File: config.mk
export PLATFORM = sky130hd
export DESIGN_NAME = midpoint_subdivision_line_clipper_flat
export DESIGN_NICKNAME = d
export VERILOG_FILES = /design/src/hdl/mpc_pkg.sv /design/src/hdl/mpc_ifs.sv /design/src/hdl/midpoint_subdivision_line_clipper.sv /design/src/hdl/mpc_cfg.sv /design/src/hdl/mpc_ctrl.sv /design/src/hdl/mpc_dp.sv /design/src/flat_wrapper.sv
export SDC_FILE = /design/constraint.sdc
export NUM_CORES = 2
export LEC_CHECK = 0
export ABC_AREA = 1
export BUFFER_PORTS_ARGS = -buffer_cell sky130_fd_sc_hd__buf_2
export CAP_MARGIN = 20
export CORE_MARGIN = 8
export CORE_UTILIZATION = 26
export CTS_CLUSTER_SIZE = 12
export DETAILED_ROUTE_END_ITERATION = 8
export GPL_TIMING_DRIVEN = 1
export MAX_ROUTING_LAYER = met4
export PLACE_DENSITY_LB_ADDON = 0.15
export SLEW_MARGIN = 20
export SYNTH_ARGS = -nofsm -noshare
export SYNTH_HDL_FRONTEND = slang
export SYNTH_MEMORY_MAX_BITS = 65536
export SYNTH_SLANG_ARGS = --single-unit
File: constraint.sdc
create_clock -name clk -period 6.65 [get_ports clk]
set_input_delay 1.6625 -clock clk [delete_from_list [all_inputs] [get_ports clk]]
set_output_delay 1.6625 -clock clk [all_outputs]
set_load 0.02 [all_outputs]
File: src/hdl/mpc_pkg.sv
// shared types and constants for the midpoint subdivision line clipper
// no dependencies
`default_nettype none

package mpc_pkg;

	// configuration port address width: four 32-bit registers
	localparam int ADDR_BITS = 4;

	// register indexes
	localparam logic [1:0] REG_X_MIN = 2'd0;
	localparam logic [1:0] REG_X_MAX = 2'd1;
	localparam logic [1:0] REG_Y_MIN = 2'd2;
	localparam logic [1:0] REG_Y_MAX = 2'd3;

	// outcode bits
	localparam logic [3:0] OC_LEFT  = 4'b0001;
	localparam logic [3:0] OC_RIGHT = 4'b0010;
	localparam logic [3:0] OC_BELOW = 4'b0100;
	localparam logic [3:0] OC_ABOVE = 4'b1000;

	typedef enum logic [2:0] {
		ST_IDLE,
		ST_FETCH,
		ST_EVAL,
		ST_PUSH2,
		ST_DONE,
		ST_RD,
		ST_LOAD
	} state_t;

	// controller to datapath
	typedef struct packed {
		logic seg_ready;
		logic seg_load;
		logic pop;
		logic emit;
		logic push_lo;
		logic push_hi;
		logic res_read;
		logic res_load;
		logic empty_load;
	} cmd_t;

	// datapath to controller
	typedef struct packed {
		logic queue_empty;
		logic all_in;
		logic drop;
		logic none_emitted;
		logic drain_last;
		logic out_free;
	} status_t;

endpackage

`default_nettype wire

File: src/hdl/mpc_ifs.sv
// handshake channels: input segment and result piece
// no dependencies
`default_nettype none

interface mpc_seg_if #(
	parameter int COORD_BITS = 12
);
	logic                         valid;
	logic                         ready;
	logic signed [COORD_BITS-1:0] start_x;
	logic signed [COORD_BITS-1:0] start_y;
	logic signed [COORD_BITS-1:0] end_x;
	logic signed [COORD_BITS-1:0] end_y;

	modport source (output valid, start_x, start_y, end_x, end_y, input ready);
	modport sink (input valid, start_x, start_y, end_x, end_y, output ready);
endinterface

interface mpc_res_if #(
	parameter int COORD_BITS = 12
);
	logic                         valid;
	logic                         ready;
	logic signed [COORD_BITS-1:0] piece_start_x;
	logic signed [COORD_BITS-1:0] piece_start_y;
	logic signed [COORD_BITS-1:0] piece_end_x;
	logic signed [COORD_BITS-1:0] piece_end_y;
	logic                         visible;
	logic                         overflow;
	logic                         last;

	modport source (output valid, piece_start_x, piece_start_y, piece_end_x, piece_end_y,
		visible, overflow, last, input ready);
	modport sink (input valid, piece_start_x, piece_start_y, piece_end_x, piece_end_y,
		visible, overflow, last, output ready);
endinterface

`default_nettype wire

File: src/hdl/midpoint_subdivision_line_clipper.sv
// top level of the midpoint subdivision line clipper
// depends on mpc_pkg, mpc_ifs, mpc_cfg, mpc_ctrl, mpc_dp
//
//   port       role       carries
//   seg_in     sink       one segment: start_x, start_y, end_x, end_y
//   res_out    source     one piece: piece_* coordinates, visible, overflow, last
//   psel..     apb slave  window_x_min, window_x_max, window_y_min, window_y_max
//
// one segment is worked at a time; seg_in.ready is high only while idle
// each queued piece is fetched and classified, and when split its second half
// is pushed in a state of its own, bound by the single write port of the piece
// queue; buffered results are then read from the result buffer and loaded into
// the output register one by one, and the drain waits while res_out is stalled
// a stalled res_out holds the result in its register; the next segment is
// taken while the final result of the last one still waits there
// arst_n clears the sequencer, counters and output valid; the window resets
// to -512..511 in both axes; queue and result buffer need no clearing
`default_nettype none

module midpoint_subdivision_line_clipper
	import mpc_pkg::*;
#(
	parameter int COORD_BITS  = 12,
	parameter int QUEUE_DEPTH = 32,
	parameter int MAX_PIECES  = 64
) (
	input  wire logic                 clk,
	input  wire logic                 arst_n,
	input  wire logic                 psel,
	input  wire logic                 penable,
	input  wire logic                 pwrite,
	input  wire logic [ADDR_BITS-1:0] paddr,
	input  wire logic [31:0]          pwdata,
	output logic      [31:0]          prdata,
	output logic                      pready,
	mpc_seg_if.sink                   seg_in,
	mpc_res_if.source                 res_out
);

	// window edges; the user must write them only while idle, the block does not enforce it
	logic signed [COORD_BITS-1:0] win_x_min, win_x_max, win_y_min, win_y_max;

	// sequencer commands and datapath status
	cmd_t    cmd;
	status_t status;

	mpc_cfg #(
		.COORD_BITS(COORD_BITS)
	) u_cfg (
		.clk       (clk),
		.arst_n    (arst_n),
		.psel      (psel),
		.penable   (penable),
		.pwrite    (pwrite),
		.paddr     (paddr),
		.pwdata    (pwdata),
		.prdata    (prdata),
		.pready    (pready),
		.win_x_min (win_x_min),
		.win_x_max (win_x_max),
		.win_y_min (win_y_min),
		.win_y_max (win_y_max)
	);

	// fetch / classify / split loop, then drain of the result buffer
	mpc_ctrl u_ctrl (
		.clk       (clk),
		.arst_n    (arst_n),
		.seg_valid (seg_in.valid),
		.status    (status),
		.cmd       (cmd)
	);

	assign seg_in.ready = cmd.seg_ready;

	// results are held back until the segment is finished, since overflow
	// is only known then and rides on every result of the segment
	mpc_dp #(
		.COORD_BITS  (COORD_BITS),
		.QUEUE_DEPTH (QUEUE_DEPTH),
		.MAX_PIECES  (MAX_PIECES)
	) u_dp (
		.clk          (clk),
		.arst_n       (arst_n),
		.cmd          (cmd),
		.status       (status),
		.win_x_min    (win_x_min),
		.win_x_max    (win_x_max),
		.win_y_min    (win_y_min),
		.win_y_max    (win_y_max),
		.seg_start_x  (seg_in.start_x),
		.seg_start_y  (seg_in.start_y),
		.seg_end_x    (seg_in.end_x),
		.seg_end_y    (seg_in.end_y),
		.res_ready    (res_out.ready),
		.res_valid    (res_out.valid),
		.res_start_x  (res_out.piece_start_x),
		.res_start_y  (res_out.piece_start_y),
		.res_end_x    (res_out.piece_end_x),
		.res_end_y    (res_out.piece_end_y),
		.res_visible  (res_out.visible),
		.res_overflow (res_out.overflow),
		.res_last     (res_out.last)
	);

endmodule

`default_nettype wire

File: src/hdl/mpc_cfg.sv
// window registers behind the apb-style configuration port
// depends on mpc_pkg
`default_nettype none

module mpc_cfg
	import mpc_pkg::*;
#(
	parameter int COORD_BITS = 12
) (
	input  wire logic                         clk,
	input  wire logic                         arst_n,
	input  wire logic                         psel,
	input  wire logic                         penable,
	input  wire logic                         pwrite,
	input  wire logic [ADDR_BITS-1:0]         paddr,
	input  wire logic [31:0]                  pwdata,
	output logic      [31:0]                  prdata,
	output logic                              pready,
	output logic signed [COORD_BITS-1:0]      win_x_min,
	output logic signed [COORD_BITS-1:0]      win_x_max,
	output logic signed [COORD_BITS-1:0]      win_y_min,
	output logic signed [COORD_BITS-1:0]      win_y_max
);

	// narrow coordinates clamp the default window to the full range
	localparam int WinLo = (COORD_BITS > 10) ? -512 : -(1 << (COORD_BITS - 1));
	localparam int WinHi = (COORD_BITS > 10) ? 511 : (1 << (COORD_BITS - 1)) - 1;
	localparam logic signed [COORD_BITS-1:0] WinLoRst = COORD_BITS'(WinLo);
	localparam logic signed [COORD_BITS-1:0] WinHiRst = COORD_BITS'(WinHi);

	logic signed [COORD_BITS-1:0] x_min_q, x_max_q, y_min_q, y_max_q;
	logic                         wr_en;
	logic [1:0]                   reg_idx;

	assign pready  = 1'b1;
	assign wr_en   = psel && penable && pwrite;
	assign reg_idx = paddr[3:2];

	always_ff @(posedge clk or negedge arst_n) begin
		if (!arst_n) begin
			x_min_q <= WinLoRst;
			x_max_q <= WinHiRst;
			y_min_q <= WinLoRst;
			y_max_q <= WinHiRst;
		end else if (wr_en) begin
			case (reg_idx)
				REG_X_MIN: x_min_q <= pwdata[COORD_BITS-1:0];
				REG_X_MAX: x_max_q <= pwdata[COORD_BITS-1:0];
				REG_Y_MIN: y_min_q <= pwdata[COORD_BITS-1:0];
				REG_Y_MAX: y_max_q <= pwdata[COORD_BITS-1:0];
				default: ;
			endcase
		end
	end

	always_comb begin
		case (reg_idx)
			REG_X_MIN: prdata = 32'(x_min_q);
			REG_X_MAX: prdata = 32'(x_max_q);
			REG_Y_MIN: prdata = 32'(y_min_q);
			REG_Y_MAX: prdata = 32'(y_max_q);
			default:   prdata = '0;
		endcase
	end

	assign win_x_min = x_min_q;
	assign win_x_max = x_max_q;
	assign win_y_min = y_min_q;
	assign win_y_max = y_max_q;

endmodule

`default_nettype wire

File: src/hdl/mpc_ctrl.sv
// sequencer: piece loop over the queue, then drain of buffered results
// depends on mpc_pkg
`default_nettype none

module mpc_ctrl
	import mpc_pkg::*;
(
	input  wire logic    clk,
	input  wire logic    arst_n,
	input  wire logic    seg_valid,
	input  wire status_t status,
	output cmd_t         cmd
);

	state_t state_q, state_nx;

	always_ff @(posedge clk or negedge arst_n) begin
		if (!arst_n) begin
			state_q <= ST_IDLE;
		end else begin
			state_q <= state_nx;
		end
	end

	always_comb begin
		state_nx = state_q;
		case (state_q)
			ST_IDLE: begin
				if (seg_valid) state_nx = ST_FETCH;
			end
			ST_FETCH: state_nx = ST_EVAL;
			ST_EVAL: begin
				if (status.all_in || status.drop) begin
					state_nx = status.queue_empty ? ST_DONE : ST_FETCH;
				end else begin
					state_nx = ST_PUSH2;
				end
			end
			// the first half always fits, so the queue is never empty here
			ST_PUSH2: state_nx = ST_FETCH;
			ST_DONE: begin
				if (!status.none_emitted) begin
					state_nx = ST_RD;
				end else if (status.out_free) begin
					state_nx = ST_IDLE;
				end
			end
			ST_RD: state_nx = ST_LOAD;
			ST_LOAD: begin
				if (status.out_free) state_nx = status.drain_last ? ST_IDLE : ST_RD;
			end
			default: state_nx = ST_IDLE;
		endcase
	end

	always_comb begin
		cmd = '0;
		case (state_q)
			ST_IDLE: begin
				cmd.seg_ready = 1'b1;
				cmd.seg_load  = seg_valid;
			end
			ST_FETCH: cmd.pop = 1'b1;
			ST_EVAL: begin
				cmd.emit    = status.all_in;
				cmd.push_lo = !status.all_in && !status.drop;
			end
			ST_PUSH2: cmd.push_hi = 1'b1;
			ST_DONE:  cmd.empty_load = status.none_emitted && status.out_free;
			ST_RD:    cmd.res_read = 1'b1;
			ST_LOAD:  cmd.res_load = status.out_free;
			default: ;
		endcase
	end

endmodule

`default_nettype wire

File: src/hdl/mpc_dp.sv
// datapath: piece queue, classification, midpoint split, result buffer, output register
// depends on mpc_pkg
`default_nettype none

module mpc_dp
	import mpc_pkg::*;
#(
	parameter int COORD_BITS  = 12,
	parameter int QUEUE_DEPTH = 32,
	parameter int MAX_PIECES  = 64
) (
	input  wire logic                          clk,
	input  wire logic                          arst_n,
	input  wire cmd_t                          cmd,
	output status_t                            status,
	input  wire logic signed [COORD_BITS-1:0]  win_x_min,
	input  wire logic signed [COORD_BITS-1:0]  win_x_max,
	input  wire logic signed [COORD_BITS-1:0]  win_y_min,
	input  wire logic signed [COORD_BITS-1:0]  win_y_max,
	input  wire logic signed [COORD_BITS-1:0]  seg_start_x,
	input  wire logic signed [COORD_BITS-1:0]  seg_start_y,
	input  wire logic signed [COORD_BITS-1:0]  seg_end_x,
	input  wire logic signed [COORD_BITS-1:0]  seg_end_y,
	input  wire logic                          res_ready,
	output logic                               res_valid,
	output logic signed [COORD_BITS-1:0]       res_start_x,
	output logic signed [COORD_BITS-1:0]       res_start_y,
	output logic signed [COORD_BITS-1:0]       res_end_x,
	output logic signed [COORD_BITS-1:0]       res_end_y,
	output logic                               res_visible,
	output logic                               res_overflow,
	output logic                               res_last
);

	localparam int C   = COORD_BITS;
	localparam int PW  = 4 * COORD_BITS;
	localparam int QIW = $clog2(QUEUE_DEPTH);
	localparam int QCW = $clog2(QUEUE_DEPTH + 1);
	localparam int RIW = $clog2(MAX_PIECES);
	localparam int ECW = $clog2(MAX_PIECES + 1);
	localparam logic [QIW-1:0] QLast = QIW'(QUEUE_DEPTH - 1);
	localparam logic [QCW-1:0] QFull = QCW'(QUEUE_DEPTH);
	localparam logic [ECW-1:0] ECap  = ECW'(MAX_PIECES);

	function automatic logic [3:0] outcode(
		input logic signed [C-1:0] x,
		input logic signed [C-1:0] y,
		input logic signed [C-1:0] xl,
		input logic signed [C-1:0] xh,
		input logic signed [C-1:0] yl,
		input logic signed [C-1:0] yh
	);
		logic [3:0] c;
		c = '0;
		if (x < xl) c = c | OC_LEFT;
		if (x > xh) c = c | OC_RIGHT;
		if (y < yl) c = c | OC_BELOW;
		if (y > yh) c = c | OC_ABOVE;
		return c;
	endfunction

	// piece queue
	logic [PW-1:0]  q_mem [QUEUE_DEPTH];
	logic [PW-1:0]  q_rd_q;
	logic [QIW-1:0] head_q, tail_q;
	logic [QCW-1:0] count_q;
	logic           push, push_ok, q_we;
	logic [QIW-1:0] q_waddr;
	logic [PW-1:0]  q_wdata;

	// result buffer
	logic [PW-1:0]  r_mem [MAX_PIECES];
	logic [PW-1:0]  r_rd_q;
	logic [ECW-1:0] emitted_q;
	logic [RIW-1:0] r_idx_q;
	logic           cap_full, r_we;
	logic           ovf_q;

	// current piece
	logic signed [C-1:0] ax, ay, bx, by, mx, my;
	logic signed [C:0]   dx, dy, sx, sy;
	logic [3:0]          c1, c2;
	logic                tiny;

	logic out_valid_q, out_free, drain_last;

	assign ax = q_rd_q[PW-1 -: C];
	assign ay = q_rd_q[PW-C-1 -: C];
	assign bx = q_rd_q[PW-2*C-1 -: C];
	assign by = q_rd_q[C-1:0];

	assign c1 = outcode(ax, ay, win_x_min, win_x_max, win_y_min, win_y_max);
	assign c2 = outcode(bx, by, win_x_min, win_x_max, win_y_min, win_y_max);

	assign dx = {ax[C-1], ax} - {bx[C-1], bx};
	assign dy = {ay[C-1], ay} - {by[C-1], by};
	assign sx = {ax[C-1], ax} + {bx[C-1], bx};
	assign sy = {ay[C-1], ay} + {by[C-1], by};
	// floor of the halved sum
	assign mx = sx[C:1];
	assign my = sy[C:1];
	assign tiny = (dx == '0 || dx == (C+1)'(1) || dx == '1) &&
		(dy == '0 || dy == (C+1)'(1) || dy == '1);

	assign push    = cmd.push_lo || cmd.push_hi;
	assign push_ok = count_q != QFull;
	assign q_we    = cmd.seg_load || (push && push_ok);
	assign q_waddr = cmd.seg_load ? '0 : tail_q;

	always_comb begin
		if (cmd.seg_load) begin
			q_wdata = {seg_start_x, seg_start_y, seg_end_x, seg_end_y};
		end else if (cmd.push_lo) begin
			q_wdata = {ax, ay, mx, my};
		end else begin
			q_wdata = {mx, my, bx, by};
		end
	end

	always_ff @(posedge clk) begin
		if (q_we) q_mem[q_waddr] <= q_wdata;
		if (cmd.pop) q_rd_q <= q_mem[head_q];
	end

	always_ff @(posedge clk or negedge arst_n) begin
		if (!arst_n) begin
			head_q  <= '0;
			tail_q  <= '0;
			count_q <= '0;
		end else if (cmd.seg_load) begin
			head_q  <= '0;
			tail_q  <= QIW'(1);
			count_q <= QCW'(1);
		end else begin
			if (cmd.pop) begin
				head_q  <= (head_q == QLast) ? '0 : head_q + QIW'(1);
				count_q <= count_q - QCW'(1);
			end else if (push && push_ok) begin
				tail_q  <= (tail_q == QLast) ? '0 : tail_q + QIW'(1);
				count_q <= count_q + QCW'(1);
			end
		end
	end

	assign cap_full = emitted_q == ECap;
	assign r_we     = cmd.emit && !cap_full;

	always_ff @(posedge clk) begin
		if (r_we) r_mem[emitted_q[RIW-1:0]] <= q_rd_q;
		if (cmd.res_read) r_rd_q <= r_mem[r_idx_q];
	end

	always_ff @(posedge clk or negedge arst_n) begin
		if (!arst_n) begin
			emitted_q <= '0;
			r_idx_q   <= '0;
			ovf_q     <= 1'b0;
		end else if (cmd.seg_load) begin
			emitted_q <= '0;
			r_idx_q   <= '0;
			ovf_q     <= 1'b0;
		end else begin
			if (r_we) emitted_q <= emitted_q + ECW'(1);
			if (cmd.res_load) r_idx_q <= r_idx_q + RIW'(1);
			if ((cmd.emit && cap_full) || (push && !push_ok)) ovf_q <= 1'b1;
		end
	end

	assign drain_last = (ECW'(r_idx_q) + ECW'(1)) == emitted_q;
	assign out_free   = !out_valid_q || res_ready;

	always_ff @(posedge clk or negedge arst_n) begin
		if (!arst_n) begin
			out_valid_q <= 1'b0;
		end else if (cmd.res_load || cmd.empty_load) begin
			out_valid_q <= 1'b1;
		end else if (res_ready) begin
			out_valid_q <= 1'b0;
		end
	end

	always_ff @(posedge clk) begin
		if (cmd.res_load) begin
			{res_start_x, res_start_y, res_end_x, res_end_y} <= r_rd_q;
			res_visible  <= 1'b1;
			res_overflow <= ovf_q;
			res_last     <= drain_last;
		end else if (cmd.empty_load) begin
			{res_start_x, res_start_y, res_end_x, res_end_y} <= '0;
			res_visible  <= 1'b0;
			res_overflow <= ovf_q;
			res_last     <= 1'b1;
		end
	end

	assign res_valid = out_valid_q;

	assign status.queue_empty  = count_q == '0;
	assign status.all_in       = (c1 == '0) && (c2 == '0);
	assign status.drop         = ((c1 & c2) != '0) || tiny;
	assign status.none_emitted = emitted_q == '0;
	assign status.drain_last   = drain_last;
	assign status.out_free     = out_free;

endmodule

`default_nettype wire

File: src/flat_wrapper.sv
// flat-port wrapper written by rule: the top's interface ports become plain ports
module midpoint_subdivision_line_clipper_flat import mpc_pkg::*;
#(
	parameter int COORD_BITS  = 12,
	parameter int QUEUE_DEPTH = 32,
	parameter int MAX_PIECES  = 64
)
  (clk, arst_n, psel, penable, pwrite, paddr, pwdata, prdata, pready, seg_in_valid, seg_in_start_x, seg_in_start_y, seg_in_end_x, seg_in_end_y, seg_in_ready, res_out_valid, res_out_piece_start_x, res_out_piece_start_y, res_out_piece_end_x, res_out_piece_end_y, res_out_visible, res_out_overflow, res_out_last, res_out_ready);
  mpc_seg_if #(.COORD_BITS(COORD_BITS)) seg_in_i ();
  mpc_res_if #(.COORD_BITS(COORD_BITS)) res_out_i ();
  input  wire logic clk;
  input  wire logic arst_n;
  input  wire logic psel;
  input  wire logic penable;
  input  wire logic pwrite;
  input  wire logic [ADDR_BITS-1:0] paddr;
  input  wire logic [31:0] pwdata;
  output logic      [31:0] prdata;
  output logic pready;
  input wire logic [$bits(seg_in_i.valid)-1:0] seg_in_valid;
  input wire logic [$bits(seg_in_i.start_x)-1:0] seg_in_start_x;
  input wire logic [$bits(seg_in_i.start_y)-1:0] seg_in_start_y;
  input wire logic [$bits(seg_in_i.end_x)-1:0] seg_in_end_x;
  input wire logic [$bits(seg_in_i.end_y)-1:0] seg_in_end_y;
  output wire logic [$bits(seg_in_i.ready)-1:0] seg_in_ready;
  output wire logic [$bits(res_out_i.valid)-1:0] res_out_valid;
  output wire logic [$bits(res_out_i.piece_start_x)-1:0] res_out_piece_start_x;
  output wire logic [$bits(res_out_i.piece_start_y)-1:0] res_out_piece_start_y;
  output wire logic [$bits(res_out_i.piece_end_x)-1:0] res_out_piece_end_x;
  output wire logic [$bits(res_out_i.piece_end_y)-1:0] res_out_piece_end_y;
  output wire logic [$bits(res_out_i.visible)-1:0] res_out_visible;
  output wire logic [$bits(res_out_i.overflow)-1:0] res_out_overflow;
  output wire logic [$bits(res_out_i.last)-1:0] res_out_last;
  input wire logic [$bits(res_out_i.ready)-1:0] res_out_ready;
  assign seg_in_i.valid = seg_in_valid;
  assign seg_in_i.start_x = seg_in_start_x;
  assign seg_in_i.start_y = seg_in_start_y;
  assign seg_in_i.end_x = seg_in_end_x;
  assign seg_in_i.end_y = seg_in_end_y;
  assign seg_in_ready = seg_in_i.ready;
  assign res_out_valid = res_out_i.valid;
  assign res_out_piece_start_x = res_out_i.piece_start_x;
  assign res_out_piece_start_y = res_out_i.piece_start_y;
  assign res_out_piece_end_x = res_out_i.piece_end_x;
  assign res_out_piece_end_y = res_out_i.piece_end_y;
  assign res_out_visible = res_out_i.visible;
  assign res_out_overflow = res_out_i.overflow;
  assign res_out_last = res_out_i.last;
  assign res_out_i.ready = res_out_ready;
  midpoint_subdivision_line_clipper #(.COORD_BITS(COORD_BITS), .QUEUE_DEPTH(QUEUE_DEPTH), .MAX_PIECES(MAX_PIECES)) u_core (.clk(clk), .arst_n(arst_n), .psel(psel), .penable(penable), .pwrite(pwrite), .paddr(paddr), .pwdata(pwdata), .prdata(prdata), .pready(pready), .seg_in(seg_in_i), .res_out(res_out_i));
endmodule
==> summary.md <==
| Metric | Value |
|---|---|
| Post-synthesis net count | `15,100` |
| Pins Over Slew Limit | `0` |
| Routed met3 length | `31,700 um` |
| Final WL | `678,000 um` |
| Nets@finish | `15,100` |
| Simple-Gate Fraction of Synth Area | `9.11%` |
| Leading area contributor after synthesis | `edfxtp_1` |
| Core area | `744,000 um^2` |
| Worst slew pin tran | `1.20 ns` |
| Tcrit/Tclk final | `76.5%` |
| First-pass GRT wire length | `951,000 um` |
| Register area share after synthesis | `74.7%` |
| Hold-fix buffers, CTS | `0` |
| Port Buf Inserts | `153` |
| Row count | `317` |
| Post-CTS Setup Bufs | `0` |
| Cells after Synth | `14,800` |
| Int Power | `64.6 mW` |
| Share of synthesized registers carrying an async set or reset | `1.70%` |
| Total grt overflow | `0` |
| Critical Path Sink Type | `output pin` |
| Final min period | `5.09 ns` |
| Switching part of the total | `36.6%` |
| P&R area growth vs syn | `16.0%` |
| Initial antenna violation count | `31` |
| Largest net degree at the start of global routing | `182` |
| Post-Synth Adder-Cell Area | `1.03%` |
| Top cells by area, synth | `edfxtp_1 74%, o21ai_0 6.6%, nor2_1 5.2%` |
| Arrival @ worst endpoint | `3.43 ns` |
| Max Fclk | `197 MHz` |
| Die footprint | `774,000 um^2` |
| Die Y | `880 um` |
| Max FO, Critical Path | `21` |
| Top layer in use | `met4` |
| Share of cells above drive strength 1 | `9.55%` |
| Outcome | `finished, final reports clean` |
| Part of the power in registers | `42.0%` |
| Util after Layout | `30.2%` |
| TritonCTS clock tree | `done` |
| Power per Cell Area | `453 nW/um^2` |
| Worst Skew | `0.0604 ns` |
| Design Area, Final | `225,000 um^2` |
| Slew headroom | `19.7%` |
| Crit Path Class | `in -> out` |
| Num CTS Buffers | `549` |
| Gate power share | `29.9%` |
| RD Place Congestion | `0.806` |
| Synth Register Bits | `4,837` |
| Initial DRT Pass Iterations | `6` |
| Starting Density | `26.1%` |
| Ys Warns | `0` |
| Max incr delay on CP | `0.76 ns` |
| DRT met1 WL | `311,000 um` |
| Final setup violation count | `0` |
| Netlist cell types | `51` |
| CTS max path bufs | `4` |
| Main synth FF type | `edfxtp_1` |
| Top Ports | `177` |
| Post-synthesis mux area share | `0%` |
| Switch Pwr | `37.4 mW` |
| Htree depth | `6` |
| Die Wd | `880 um` |
| # Max-Cap Violations | `0` |
| Routed wire length per instance | `26.9 um` |
| Via density | `4.93` |
| Crit-path cells | `buf_2 > nor2_1 > nand2_1 > o2111ai_2 > buf_2` |
| Area of the mapped netlist | `194,000 um^2` |
| Complex-gate fraction of the synthesized area | `12.2%` |
| Leakage | `72.0 nW` |
| CTS Root Cell | `clkbuf_16` |
| Clock transition at the registers of the reported paths | `0.05 ns` |
| Synth Area in XOR/XNOR | `0.154%` |
| Clock Latency Late Sink | `1.07 ns` |
| DR WL met2 | `322,000 um` |
| Dpl hpwl | `366,000 um` |
| ANT nets after route | `0` |
| Area after DPL | `208,000 um^2` |
| Gr usage total | `17.3%` |
| Peak supply drop | `0.428 mV` |
| Iter 0 DRT Violations | `10,900` |
| Hold violation count in the final report | `0` |
| Vias | `124,000` |
| Worst hold path class | `reg -> reg` |
| Unrepaired setup endpoints after global routing | `false` |
| Drt drc | `0` |
| Number of synthesized flops with an enable pin | `4,754` |
| CP Launch Type | `primary input` |
| Power Total | `102 mW` |
| Mean area per synthesized cell | `13.1 um^2` |
| Largest family of logic cells by synthesized area | `compound AO/OA/AOI/OAI gates` |
| Vias in the first global route | `121,000` |
| Post_cts resized | `0` |
| WP data required | `4.99 ns` |
| Worst path most repeated cell | `buf_2` |
| # clock sinks | `4,837` |
| Non-Filler Instances | `25,200` |
| Slowest-stage cell, CP | `nor2_1` |
| Clk pwr share | `28.1%` |
| Top-area cell type share of the netlist area | `73.6%` |
| Placed instance count | `24,200` |
-- state kept, by name (all words and copies together) (netlist names), 7 cells and up --
| name | flops |
|---|---|
| u_core.u_cfg.win_x_max | 12 |
| u_core.u_cfg.win_x_min | 12 |
| u_core.u_cfg.win_y_max | 12 |
| u_core.u_cfg.win_y_min | 12 |
| u_core.u_dp.emitted_q | 7 |
| u_core.u_dp.q_mem | 1536 |
| u_core.u_dp.q_rd_q | 48 |
| u_core.u_dp.r_mem | 3072 |
| u_core.u_dp.r_rd_q | 48 |
| u_core.u_dp.res_end_x | 12 |
| u_core.u_dp.res_end_y | 12 |
| u_core.u_dp.res_start_x | 12 |
| u_core.u_dp.res_start_y | 12 |
-- path summary, 6_finish.rpt --
path	start	slack, ns	cells after the start	endpoint
worst max-delay path	paddr[2]	1.56	5	prdata[28]
worst min-delay path	u_core.u_cfg.win_y_max[11]	0.49	2	u_core.u_cfg.win_y_max[11]
worst max register to register	u_core.u_dp.q_rd_q[2]	1.61	19	u_core.u_dp.q_mem[19][1]
worst min register to register	u_core.u_cfg.win_y_max[11]	0.49	2	u_core.u_cfg.win_y_max[11]
max in group asynchronous	arst_n	4.61	2	u_core.u_dp.head_q[4]
min in group asynchronous	arst_n	0.61	1	u_core.u_dp.emitted_q[4]
-- placed cells by master (no fill, tap or decap), types with 30 or more instances in the layout --
master,n
nand4_1,40
nand3_1,762
buf_2,152
buf_12,108
clkbuf_16,564
inv_1,313
o22ai_1,460
dfrtp_1,47
nor2_1,2592
xor2_1,30
clkinv_1,124
buf_4,326
clkbuf_1,165
a21oi_1,122
edfxtp_1,4754
ha_1,151
nand2_1,826
o21ai_0,2540
o221ai_1,765
nor2_4,95
clkinv_2,47
-- area by class of cell --
| cell class | count | area (um^2) |
|---|---|---|
| clock inverters | 228 | 1740 |
| diodes | 9 | 22.5 |
| inverters | 330 | 1310 |
| clock buffers | 730 | 14700 |
| repair buffers | 589 | 5420 |
| well taps | 9889 | 12400 |
| multi-input cells | 8579 | 44500 |
| flip-flops and latches | 4837 | 145000 |
| fillers | 74900 | 519000 |
-- critical path, delay by kind of cell --
kind            cells  cell delay (ns)
simple gates        2             0.91
buf+inv             2             0.43
compound gates      1             0.39
-- cell usage after synthesis (9+ instances only) --
cell / count
nand2_1: 834
dfstp_2: 24
o22ai_1: 460
o21ai_1: 9
ha_1: 151
o2111ai_1: 11
nand4_1: 40
dfrtp_1: 58
a21oi_1: 122
xor2_1: 30
nand3_1: 762
buf_1: 102
o221ai_1: 765
clkbuf_1: 913
buf_4: 23
edfxtp_1: 4754
o21ai_0: 2562
o211ai_1: 22
nor2_1: 2686
inv_1: 317
buf_2: 35
o31ai_1: 25
nor3_1: 28
a31oi_1: 9
-- power groups by stage --
stage	sequential (mW)	combinational (mW)	clock, mW
after global placement	43.5	30.8	0
after CTS	42.9	30.8	29.4
final	42.9	30.5	28.7
after global routing	42.9	33.3	30.5
after floorplan	44.6	15.7	0
after detailed placement	43.6	30.7	0
-- through the flow --
step / hold slack (ns) / worst slack (ns) / setup TNS, ns
6_report: 0.486 / 1.56 / 0
5_1_grt: 0.500 / 1.28 / 0
4_1_cts: 0.491 / 1.51 / 0
3_5_place_dp: 0.477 / 1.51 / 0
3_3_place_gp: 0.472 / 1.41 / 0
2_1_floorplan: 0.419 / -0.362 / -104.30
-- logic make-up (layout without fill, tap and decap cells) --
kind of cell    count (synthesis)  in the layout
simple gates                 4383           4383
compound gates               4005           4005
other cells                     1             10
fa+ha+maj                     156            156
xor+xnor                       34             34
buf+inv                      1406           1877
flops                        4837           4837
-- metal layers --
layer | vias to the layer above | track usage, %
met4 | 0 | 3.30
met1 | 64500 | 23.5
li1 | 55900 | -
met5 | - | -
met3 | 790 | 2.05
met2 | 2934 | 27.9
No activity file was read; power rests on OpenSTA's default activity.
